**src/rtl/core/sorted_timer_queue_core_assert.svh**
```systemverilog
// ----------------------------------------------------------------------------
// Sorted timer queue assertion macros
// Shorthand for the clocked checks at the end of the core, disabled in reset.
// ----------------------------------------------------------------------------
`ifndef SORTED_TIMER_QUEUE_CORE_ASSERT_SVH
`define SORTED_TIMER_QUEUE_CORE_ASSERT_SVH

// The consequent must hold in the same cycle as the antecedent.
`define STQ_ASSERT_SAME(lbl, clk, rst, ante, cons, msg) \
   lbl: assert property (@(posedge clk) disable iff (rst) (ante) |-> (cons)) \
      else $error(msg);

// The consequent must hold in the cycle after the antecedent.
`define STQ_ASSERT_NEXT(lbl, clk, rst, ante, cons, msg) \
   lbl: assert property (@(posedge clk) disable iff (rst) (ante) |=> (cons)) \
      else $error(msg);

`endif

```
**src/rtl/core/stq_pkg.sv**
```systemverilog
// ----------------------------------------------------------------------------
// Sorted timer queue package
// Shared widths, operation and status codes, and controller/datapath structs.
// ----------------------------------------------------------------------------
`default_nettype none

package stq_pkg;

   localparam int TIME_W      = 32;
   localparam int COUNT_OUT_W = 5;
   localparam int STATUS_W    = 2;

   typedef enum logic {
      FUNC_INSERT = 1'b0,
      FUNC_DELETE = 1'b1
   } func_type;

   typedef enum logic [STATUS_W-1:0] {
      STATUS_DONE      = 2'd0,
      STATUS_ZERO      = 2'd1,
      STATUS_NOT_FOUND = 2'd2,
      STATUS_FULL      = 2'd3
   } status_type;

   // Commands from the controller to the datapath.
   typedef struct packed {
      logic       load_req;
      logic       compare;
      logic       commit;
      status_type result;
   } dp_cmd_type;

   // Flags from the datapath back to the controller.
   typedef struct packed {
      logic is_zero;
      logic is_full;
      logic is_delete;
      logic found;
   } dp_status_type;

endpackage

`default_nettype wire

```
**src/rtl/core/stq_ctrl.sv**
```systemverilog
// ----------------------------------------------------------------------------
// Sorted timer queue controller
// Sequences accept, compare and update, and owns the response valid flag.
// ----------------------------------------------------------------------------
`default_nettype none

module stq_ctrl (
   input  wire logic                  clock,
   input  wire logic                  reset,
   input  wire logic                  req_valid,
   output      logic                  req_ready,
   output      logic                  rsp_valid,
   input  wire logic                  rsp_ready,
   output      stq_pkg::dp_cmd_type   cmd,
   input  wire stq_pkg::dp_status_type dp_status
);

   typedef enum logic [1:0] {
      ST_IDLE,
      ST_COMPARE,
      ST_UPDATE
   } state_type;

   state_type state_ff, state_in;
   logic      rsp_valid_ff, rsp_valid_in;
   logic      out_free;

   assign out_free  = !rsp_valid_ff || rsp_ready;
   assign req_ready = (state_ff == ST_IDLE);
   assign rsp_valid = rsp_valid_ff;

   always_comb begin
      cmd.load_req = (state_ff == ST_IDLE) && req_valid;
      cmd.compare  = (state_ff == ST_COMPARE);
      cmd.commit   = (state_ff == ST_UPDATE) && out_free;
      priority if (dp_status.is_zero) begin
         cmd.result = stq_pkg::STATUS_ZERO;
      end else if (!dp_status.is_delete && dp_status.is_full) begin
         cmd.result = stq_pkg::STATUS_FULL;
      end else if (dp_status.is_delete && !dp_status.found) begin
         cmd.result = stq_pkg::STATUS_NOT_FOUND;
      end else begin
         cmd.result = stq_pkg::STATUS_DONE;
      end
   end

   always_comb begin
      state_in     = state_ff;
      rsp_valid_in = rsp_valid_ff && !rsp_ready;
      unique case (state_ff)
         ST_IDLE: begin
            if (req_valid) begin
               state_in = ST_COMPARE;
            end
         end
         ST_COMPARE: begin
            state_in = ST_UPDATE;
         end
         ST_UPDATE: begin
            if (out_free) begin
               state_in     = ST_IDLE;
               rsp_valid_in = 1'b1;
            end
         end
         default: begin
            state_in = ST_IDLE;
         end
      endcase
   end

   always_ff @(posedge clock) begin
      if (reset) begin
         state_ff     <= ST_IDLE;
         rsp_valid_ff <= 1'b0;
      end else begin
         state_ff     <= state_in;
         rsp_valid_ff <= rsp_valid_in;
      end
   end

endmodule

`default_nettype wire

```
**src/rtl/core/stq_datapath.sv**
```systemverilog
// ----------------------------------------------------------------------------
// Sorted timer queue datapath
// Chain of compare-and-shift cells holding the sorted values, plus the
// request capture and response registers.
// ----------------------------------------------------------------------------
`default_nettype none

module stq_datapath #(
   parameter int DEPTH = 16
) (
   input  wire logic                                clock,
   input  wire logic                                reset,
   input  wire logic                                req_func,
   input  wire logic [stq_pkg::TIME_W-1:0]          req_time_value,
   input  wire stq_pkg::dp_cmd_type                 cmd,
   output      stq_pkg::dp_status_type              dp_status,
   output      logic [stq_pkg::STATUS_W-1:0]        rsp_status,
   output      logic [stq_pkg::COUNT_OUT_W-1:0]     rsp_entry_count,
   output      logic [stq_pkg::TIME_W-1:0]          rsp_earliest
);

   localparam int CW = $clog2(DEPTH + 1);

   logic                                 func_ff;
   logic [stq_pkg::TIME_W-1:0]           time_ff;
   logic [stq_pkg::TIME_W-1:0]           cell_ff [DEPTH];
   logic [stq_pkg::TIME_W-1:0]           cell_in [DEPTH];
   logic [DEPTH-1:0]                     lt_ff, lt_in;
   logic [DEPTH-1:0]                     eq_ff, eq_in;
   logic [CW-1:0]                        count_ff, count_in;
   logic [stq_pkg::STATUS_W-1:0]         rsp_status_ff;
   logic [stq_pkg::COUNT_OUT_W-1:0]      rsp_count_ff;
   logic [stq_pkg::TIME_W-1:0]           rsp_earliest_ff;
   logic [CW+stq_pkg::COUNT_OUT_W-1:0]   count_wide;
   logic                                 apply;
   logic                                 is_delete;

   assign is_delete = (func_ff == stq_pkg::FUNC_DELETE);
   assign apply     = cmd.commit && (cmd.result == stq_pkg::STATUS_DONE);

   assign dp_status.is_zero   = (time_ff == '0);
   assign dp_status.is_full   = (count_ff == CW'(DEPTH));
   assign dp_status.is_delete = is_delete;
   assign dp_status.found     = |eq_ff;

   // Empty slots hold zero, so a nonzero cell is an occupied one.
   generate
      for (genvar i = 0; i < DEPTH; i++) begin : g_cell
         logic occupied;
         logic [stq_pkg::TIME_W-1:0] ins_val;
         logic [stq_pkg::TIME_W-1:0] del_val;

         assign occupied = (cell_ff[i] != '0);
         assign lt_in[i] = occupied && (cell_ff[i] < time_ff);
         assign eq_in[i] = occupied && (cell_ff[i] == time_ff);

         if (i == 0) begin : g_first
            assign ins_val = lt_ff[i] ? cell_ff[i] : time_ff;
         end else begin : g_rest
            assign ins_val = lt_ff[i] ? cell_ff[i]
                           : (lt_ff[i-1] ? time_ff : cell_ff[i-1]);
         end

         // Cells at or past the first match pull in their upper neighbor.
         if (i == DEPTH - 1) begin : g_last
            assign del_val = (occupied && !lt_ff[i]) ? '0 : cell_ff[i];
         end else begin : g_inner
            assign del_val = (occupied && !lt_ff[i]) ? cell_ff[i+1] : cell_ff[i];
         end

         assign cell_in[i] = !apply ? cell_ff[i] : (is_delete ? del_val : ins_val);

         always_ff @(posedge clock) begin
            if (reset) begin
               cell_ff[i] <= '0;
            end else begin
               cell_ff[i] <= cell_in[i];
            end
         end
      end
   endgenerate

   always_comb begin
      count_in = count_ff;
      if (apply) begin
         count_in = is_delete ? (count_ff - CW'(1)) : (count_ff + CW'(1));
      end
   end

   assign count_wide = {{stq_pkg::COUNT_OUT_W{1'b0}}, count_in};

   always_ff @(posedge clock) begin
      if (reset) begin
         count_ff <= '0;
      end else begin
         count_ff <= count_in;
      end
   end

   always_ff @(posedge clock) begin
      if (cmd.load_req) begin
         func_ff <= req_func;
         time_ff <= req_time_value;
      end
      if (cmd.compare) begin
         lt_ff <= lt_in;
         eq_ff <= eq_in;
      end
      if (cmd.commit) begin
         rsp_status_ff   <= cmd.result;
         rsp_count_ff    <= count_wide[stq_pkg::COUNT_OUT_W-1:0];
         rsp_earliest_ff <= cell_in[0];
      end
   end

   assign rsp_status      = rsp_status_ff;
   assign rsp_entry_count = rsp_count_ff;
   assign rsp_earliest    = rsp_earliest_ff;

endmodule

`default_nettype wire

```
**src/rtl/core/sorted_timer_queue_core.sv**
```systemverilog
// ----------------------------------------------------------------------------
// Sorted timer queue core
// Bounded queue of nonzero timer values kept in ascending order.
// ----------------------------------------------------------------------------
// Usage:
// A request carries req_func (insert or delete) and req_time_value. Insert
// places the value ahead of equal entries; delete removes the first equal
// entry. A zero value is ignored, and an insert into a full queue is refused.
// Every request yields one response with a status, the entry count after the
// operation, and the earliest stored value (zero when empty).
// A request is taken in the idle state; the next cycle registers the cell
// compares, and the shift step then shifts the cell chain, loads the response
// register and raises rsp_valid once that register is free. The core takes
// a new request only after the last one has passed the accept, compare and
// shift steps of the controller. If the receiver stalls, the response register
// holds its value and the core still accepts the next request, holding it in
// the shift step until the response register frees up.
// Reset empties the queue at once; the core is ready in the first cycle after.
// ----------------------------------------------------------------------------
`default_nettype none

module sorted_timer_queue_core #(
   parameter int DEPTH = 16
) (
   input  wire logic                            clock,
   input  wire logic                            reset,
   input  wire logic                            req_valid,
   output      logic                            req_ready,
   input  wire logic                            req_func,
   input  wire logic [stq_pkg::TIME_W-1:0]      req_time_value,
   output      logic                            rsp_valid,
   input  wire logic                            rsp_ready,
   output      logic [stq_pkg::STATUS_W-1:0]    rsp_status,
   output      logic [stq_pkg::COUNT_OUT_W-1:0] rsp_entry_count,
   output      logic [stq_pkg::TIME_W-1:0]      rsp_earliest
);

`include "sorted_timer_queue_core_assert.svh"

   localparam logic [stq_pkg::COUNT_OUT_W-1:0] DEPTH_OUT =
      stq_pkg::COUNT_OUT_W'(DEPTH);

   stq_pkg::dp_cmd_type    cmd;
   stq_pkg::dp_status_type dp_status;

   stq_ctrl u_ctrl (
      .clock     (clock),
      .reset     (reset),
      .req_valid (req_valid),
      .req_ready (req_ready),
      .rsp_valid (rsp_valid),
      .rsp_ready (rsp_ready),
      .cmd       (cmd),
      .dp_status (dp_status)
   );

   stq_datapath #(
      .DEPTH (DEPTH)
   ) u_datapath (
      .clock           (clock),
      .reset           (reset),
      .req_func        (req_func),
      .req_time_value  (req_time_value),
      .cmd             (cmd),
      .dp_status       (dp_status),
      .rsp_status      (rsp_status),
      .rsp_entry_count (rsp_entry_count),
      .rsp_earliest    (rsp_earliest)
   );

   `STQ_ASSERT_NEXT(a_busy_after_accept, clock, reset, req_valid && req_ready, !req_ready, "core ready again right after accepting a request")

   `STQ_ASSERT_SAME(a_commit_needs_room, clock, reset, cmd.commit, !rsp_valid || rsp_ready, "response register overwritten while still held")

   `STQ_ASSERT_SAME(a_full_count, clock, reset, rsp_valid && (rsp_status == stq_pkg::STATUS_FULL), rsp_entry_count == DEPTH_OUT, "full status reported with a count other than the depth")

endmodule

`default_nettype wire
```
**config.mk**
```make
export PLATFORM = sky130hd
export DESIGN_NAME = sorted_timer_queue_core
export DESIGN_NICKNAME = d
export VERILOG_FILES = /design/src/rtl/core/stq_pkg.sv /design/src/rtl/core/stq_ctrl.sv /design/src/rtl/core/stq_datapath.sv /design/src/rtl/core/sorted_timer_queue_core.sv
export VERILOG_INCLUDE_DIRS = /design/src /design/src/rtl/core
export SDC_FILE = /design/constraint.sdc
export NUM_CORES = 2
export LEC_CHECK = 0
export ABC_AREA = 1
export ABC_CLOCK_PERIOD_IN_PS = 6250
export BUFFER_PORTS_ARGS = -buffer_cell sky130_fd_sc_hd__buf_2
export CAP_MARGIN = 40
export CORE_UTILIZATION = 27
export DETAILED_ROUTE_END_ITERATION = 7
export PLACE_DENSITY_LB_ADDON = 0.08
export RECOVER_POWER = 25
export SYNTH_ARGS = -nofsm -noshare
export SYNTH_HDL_FRONTEND = slang
export SYNTH_SLANG_ARGS = --single-unit
```
**constraint.sdc**
```tcl
create_clock -name clock -period 6.25 [get_ports clock]
set_clock_uncertainty 0.05 [all_clocks]
set_input_delay 1.25 -clock clock [delete_from_list [all_inputs] [get_ports clock]]
set_output_delay 1.25 -clock clock [all_outputs]
set_load 0.005 [all_outputs]
```
# Yosys cells after proc, flatten, opt, wreduce, memory -nomap -nowiden
# Memory sizes are Yosys's and may differ from the RTL's.
# Cells that the tools add are included.
# word_totals
memories,1
input_bits,37
mem_bits_rw,512
elab_cells,270
regBits,112
# memory_table
name,words,width,read_ports,rd_clocked_by_memory_dff,write_ports,line_no,text
u_datapath.cell_ff,16,32,16,0,16,stq_datapath.sv:26,logic [stq_pkg::TIME_W-1:0] cell_ff [DEPTH];
# op_classes
bitwise,16
reduce_logical,96
addsub,2
muxes,108
eq_ne,21
n_lt_le_gt_ge,16
# op_table
op,n
$mux 32,95
$eq 32x32->1,16
$lt 32x32->1,16
$reduce_bool 32->1,16
$logic_and 1x1->1,54
$logic_not 32->1,1
$logic_not 1->1,20
$or 1x1->1,16
$reduce_or 16->1,1
$mux 2,5
$mux 5,2
$pmux 2 s3,1
$add 5x1->5 const B,1
$eq 5x5->1 const B,1
$mux 1,5
$sub 5x1->5 const B,1
$logic_not 2->1,2
$eq 2x1->1 const B,1
$eq 2x2->1 const B,1
$ne 2x1->1 const B,1
$ne 2x2->1 const B,1
$reduce_and 2->1,1
$logic_or 1x1->1,1

# Longest topological paths before layout
# depth
ltp_word,10
ltp_mapped,13
ltp_nobuf,12

# Modules after synthesis
# From an unflattened synthesis, not the netlist that was laid out.
# unflattened
hier_cells,7586
hier_area_um2,48990.7
# modules_own_cells
mod,area_each_um2,cells_each,seq_area_each_um2,instances
stq_datapath,48824.3,7560,13472.9,1
stq_ctrl,166.4,26,60.1,1

# Least setup slack after synthesis
# No wires, ideal clock.
# synth_timing
path_type,input -> register
from,input req_valid
to,"register u_datapath.func_ff, enable pin"
t_arrival_ns,3.553
slack_ns,2.182
cell_stages,2
cell_sequence,inv_1 > nor3_1
# synth_lines
element,line_no,text
start: declaration,sorted_timer_queue_core.sv:27,"input wire logic req_valid,"
end signal: assignment,stq_datapath.sv:102,func_ff <= req_func;
end: declaration,stq_datapath.sv:24,logic func_ff;

==> results.cfg <==
[timing]
worst_pin_slew_ns = 2.45
slew_violations = 126
max_slew_margin_pct = -63.0
fin_crit_ns = 4.50
min_period_over_period_pct = 71.9
tns_ns = 0
setup_viol = 0
hold_violations = 0
rsz0062_at_grt = no
fmax_ghz = 0.222

[global_routing]
grt_max_degree = 202
met3_usage_pct = 2.27
grt_pass1_wl_um = 282000
top_usage_layer = met2
grt.met1_usage_pct = 27.9
grt_use_total_pct = 20.5
antenna_found_initial = 1
gr-total-overflow = 0
grt_pass1_vias = 44000
use_met2_pct = 33.8

[worst_setup_path]
cpLargestDelayFamily = simple AND/OR/NAND/NOR gates
worstSetupStartpointType = register
crit_path_frequent_cell = nand2_1
worst_r2r_endpoint = u_datapath.rsp_earliest[13]$_DFFE_PP_
critPathMaxStageDelay_ns = 0.64
regToRegStartpoint = u_datapath.time_ff[25]$_DFFE_PP_
worst-path-buf-inv = 4
reg2regPathDepth = 12
cpMaxStageDelayCell = buf_4
critPathArrivalTime_ns = 4.88
crit_path_cell_trace = clkbuf_1 -> clkinv_1 -> nand2_1 -> nor2_1 -> nand2_1 -> nor2_1 -> nand2_2 -> nand3_4 -> buf_4 -> nand2_1 -> nand2_1 -> inv_1
crit_type = register to register
crit_fanout = 51
critPathRequiredTime_ns = 6.63
crit_path_end_kind = register
r2r_slack_ns = 1.75

[floorplanning]
die_h_um = 424
rows = 154
num_io_pins = 78
die_area_mm2 = 0.180
start_util_pct = 27.2
placeableCoreArea_mm2 = 0.176
fp.dieW_um = 424

[cells_and_area]
mostFrequentLayoutCells = nand2_1 (2336), nor2_1 (1367), o21ai_0 (1044), inv_1 (660), dfxtp_1 (520)
finalInstanceArea_mm2 = 0.0535
final_util_pct = 30.3
final_common_cell = nand2_1
layout.nets = 8144
area_delta_synth_final_pct = 11.4
final_cells = 10000
drive_gt1_share_pct = 4.45

[logic_synthesis]
yosys_warnings = 0
syn_inst = 7741
ys_types = 40
syn_nets = 8294
ys_seq_area_share_pct = 28.2
syn_area_per_cell_um2 = 6.20
mappedNetlistArea_mm2 = 0.0480
synth-seq-cells = 624

[hold_path]
hold_path_depth = 2
hold_start = u_datapath.cell_ff[6][0]$_SDFFE_PP0P_
hp-class = register to register
min_to = u_datapath.cell_ff[6][0]$_SDFFE_PP0P_

[drt]
firstDrtPassIters = 8
ant_nets = 0
drtIter0Drc = 2978
drc_errors = 32
vias_per_cell = 4.64
routed_wl_um = 187000
routed-via-count = 46400
wire_per_inst_um = 18.7

[clock_tree]
cts_tree = done
cts_resized = 0
clk_root_buffer_cell = clkbuf_16
cts_hold_buf = 0
postCtsSetupBuffers = 0
clk_pin_slew_ns = 0.06
numClockSinks = 624
clockBufferDepth = 3
cts_buffers = 87
clkLatencyLatePin_ns = 0.71
htreeDepth = 3

[power_and_ir_drop]
ir_drop_mv = 0.196
powerDensity_mw_per_mm2 = 227
p_leak_nw = 24.6
p_total_mw = 12.2

[placed_design]
dp_cells = 9842
finalWeightedCongestion = 0.809
portBuffers = 77
dp_hpwl_um = 141000
placedInstanceArea_mm2 = 0.0507

[flow_run]
maxCapViolations = 4

[run_status]
violations = design-rule violations, max-capacitance violations, max-slew violations
outcome = finished, violations left
-- where the power goes --
part           switching [mW]  internal (mW)  total (mW)
clock                    2.17           3.01        5.18
combinational            1.84          0.777        2.62
sequential              0.132           4.24        4.37
total                    4.14           8.03        12.2
-- worst max-delay path by stage --
stage,from,endpoint,slack (ns),depth (start not counted)
floorplan,req_valid,u_datapath.func_ff$_DFFE_PP_,2.18,2
global placement,rsp_ready,u_datapath.cell_ff[14][9]$_SDFFE_PP0P_,1.88,10
detailed placement,rsp_ready,u_datapath.cell_ff[11][10]$_SDFFE_PP0P_,1.90,10
CTS,u_datapath.time_ff[24]$_DFFE_PP_,u_datapath.rsp_earliest[12]$_DFFE_PP_,2.12,12
global route,u_datapath.time_ff[25]$_DFFE_PP_,u_datapath.cell_ff[11][24]$_SDFFE_PP0P_,1.50,13
finish,u_datapath.time_ff[25]$_DFFE_PP_,u_datapath.rsp_earliest[13]$_DFFE_PP_,1.75,12
-- worst min-delay path: stages, from the launching register on --
cell	delay, ns
dfxtp_1	0.32
nor2_1	0.05
nor2_1	0.08
-- synthesized netlist by cell type, drive strengths merged --
cell       n  area [um2]
nor4      13        81.3
dfxtp    520       10400
mux2i     28         280
buf      174        1070
o21bai     6        45.0
fa         1        20.0
nand3    188         953
xnor2      1        8.76
a21oi    353        1770
nand3b     5        37.5
inv      677        2540
edfxtp   104        3120
clkbuf   260         976
nor2    1382        5390
a21boi     5        37.5
a31o       1        8.76
nand4     81         507
nor3      11        60.1
a211oi     2        15.0
o21ai   1047        5240
ha       515        6440
xor2       3        26.3
a31oi      2        12.5
o211ai    17         128
o311ai     1        8.76
nor4b      2        17.5
nand2   2338        8780
o21a       4        30.0
-- metal layers --
metal	vias up	share of wire (%)
li1	24600	-
met4	0	3.0
met3	209	2.9
met1	21000	48
met2	657	46
met5	-	0
-- per-stage QoR --
step	hold slack [ns]	setup slack [ns]
6_report	0.428	1.75
5_1_grt	0.457	1.50
4_1_cts	0.434	2.12
3_5_place_dp	0.422	1.90
3_3_place_gp	0.411	1.88
2_1_floorplan	0.395	2.18
-- kinds of logic (layout without fill, tap and decap cells) --
family | Yosys count | count (layout) | synth area share, %
DFF | 624 | 624 | 28.2
xor gates and xnor gates | 4 | 4 | 0.0730
adders and majority gates | 516 | 516 | 13.5
and+or+nand+nor | 4020 | 4020 | 33.0
muxes | 28 | 28 | 0.584
AOI/OAI and AO/OA | 1438 | 1438 | 15.2
buffers and inverters | 1111 | 1033 | 9.55
other | 0 | 2 | 0
-- final cells by class --
class / count / area (um2)
antenna: 2 / 5.00
timing repair buffer: 195 / 1720
fill: 19700 / 123000
tap: 2340 / 2930
multi-input combinational: 6006 / 29900
inverter: 677 / 2550
sequential: 624 / 13500
clock buffer: 116 / 2470
clock inverter: 45 / 384
-- state kept, by name, summed over array words and instances (netlist names), 2 cells and up --
register and count:
u_ctrl.state_ff 2, u_datapath.cell_ff 512, u_datapath.eq_ff 16, u_datapath.rsp_status 2, u_datapath.rsp_earliest 32, u_datapath.rsp_entry_count 5
u_datapath.time_ff 32, u_datapath.lt_ff 16, u_datapath.count_ff 5
(Power assumes the default switching activity.)
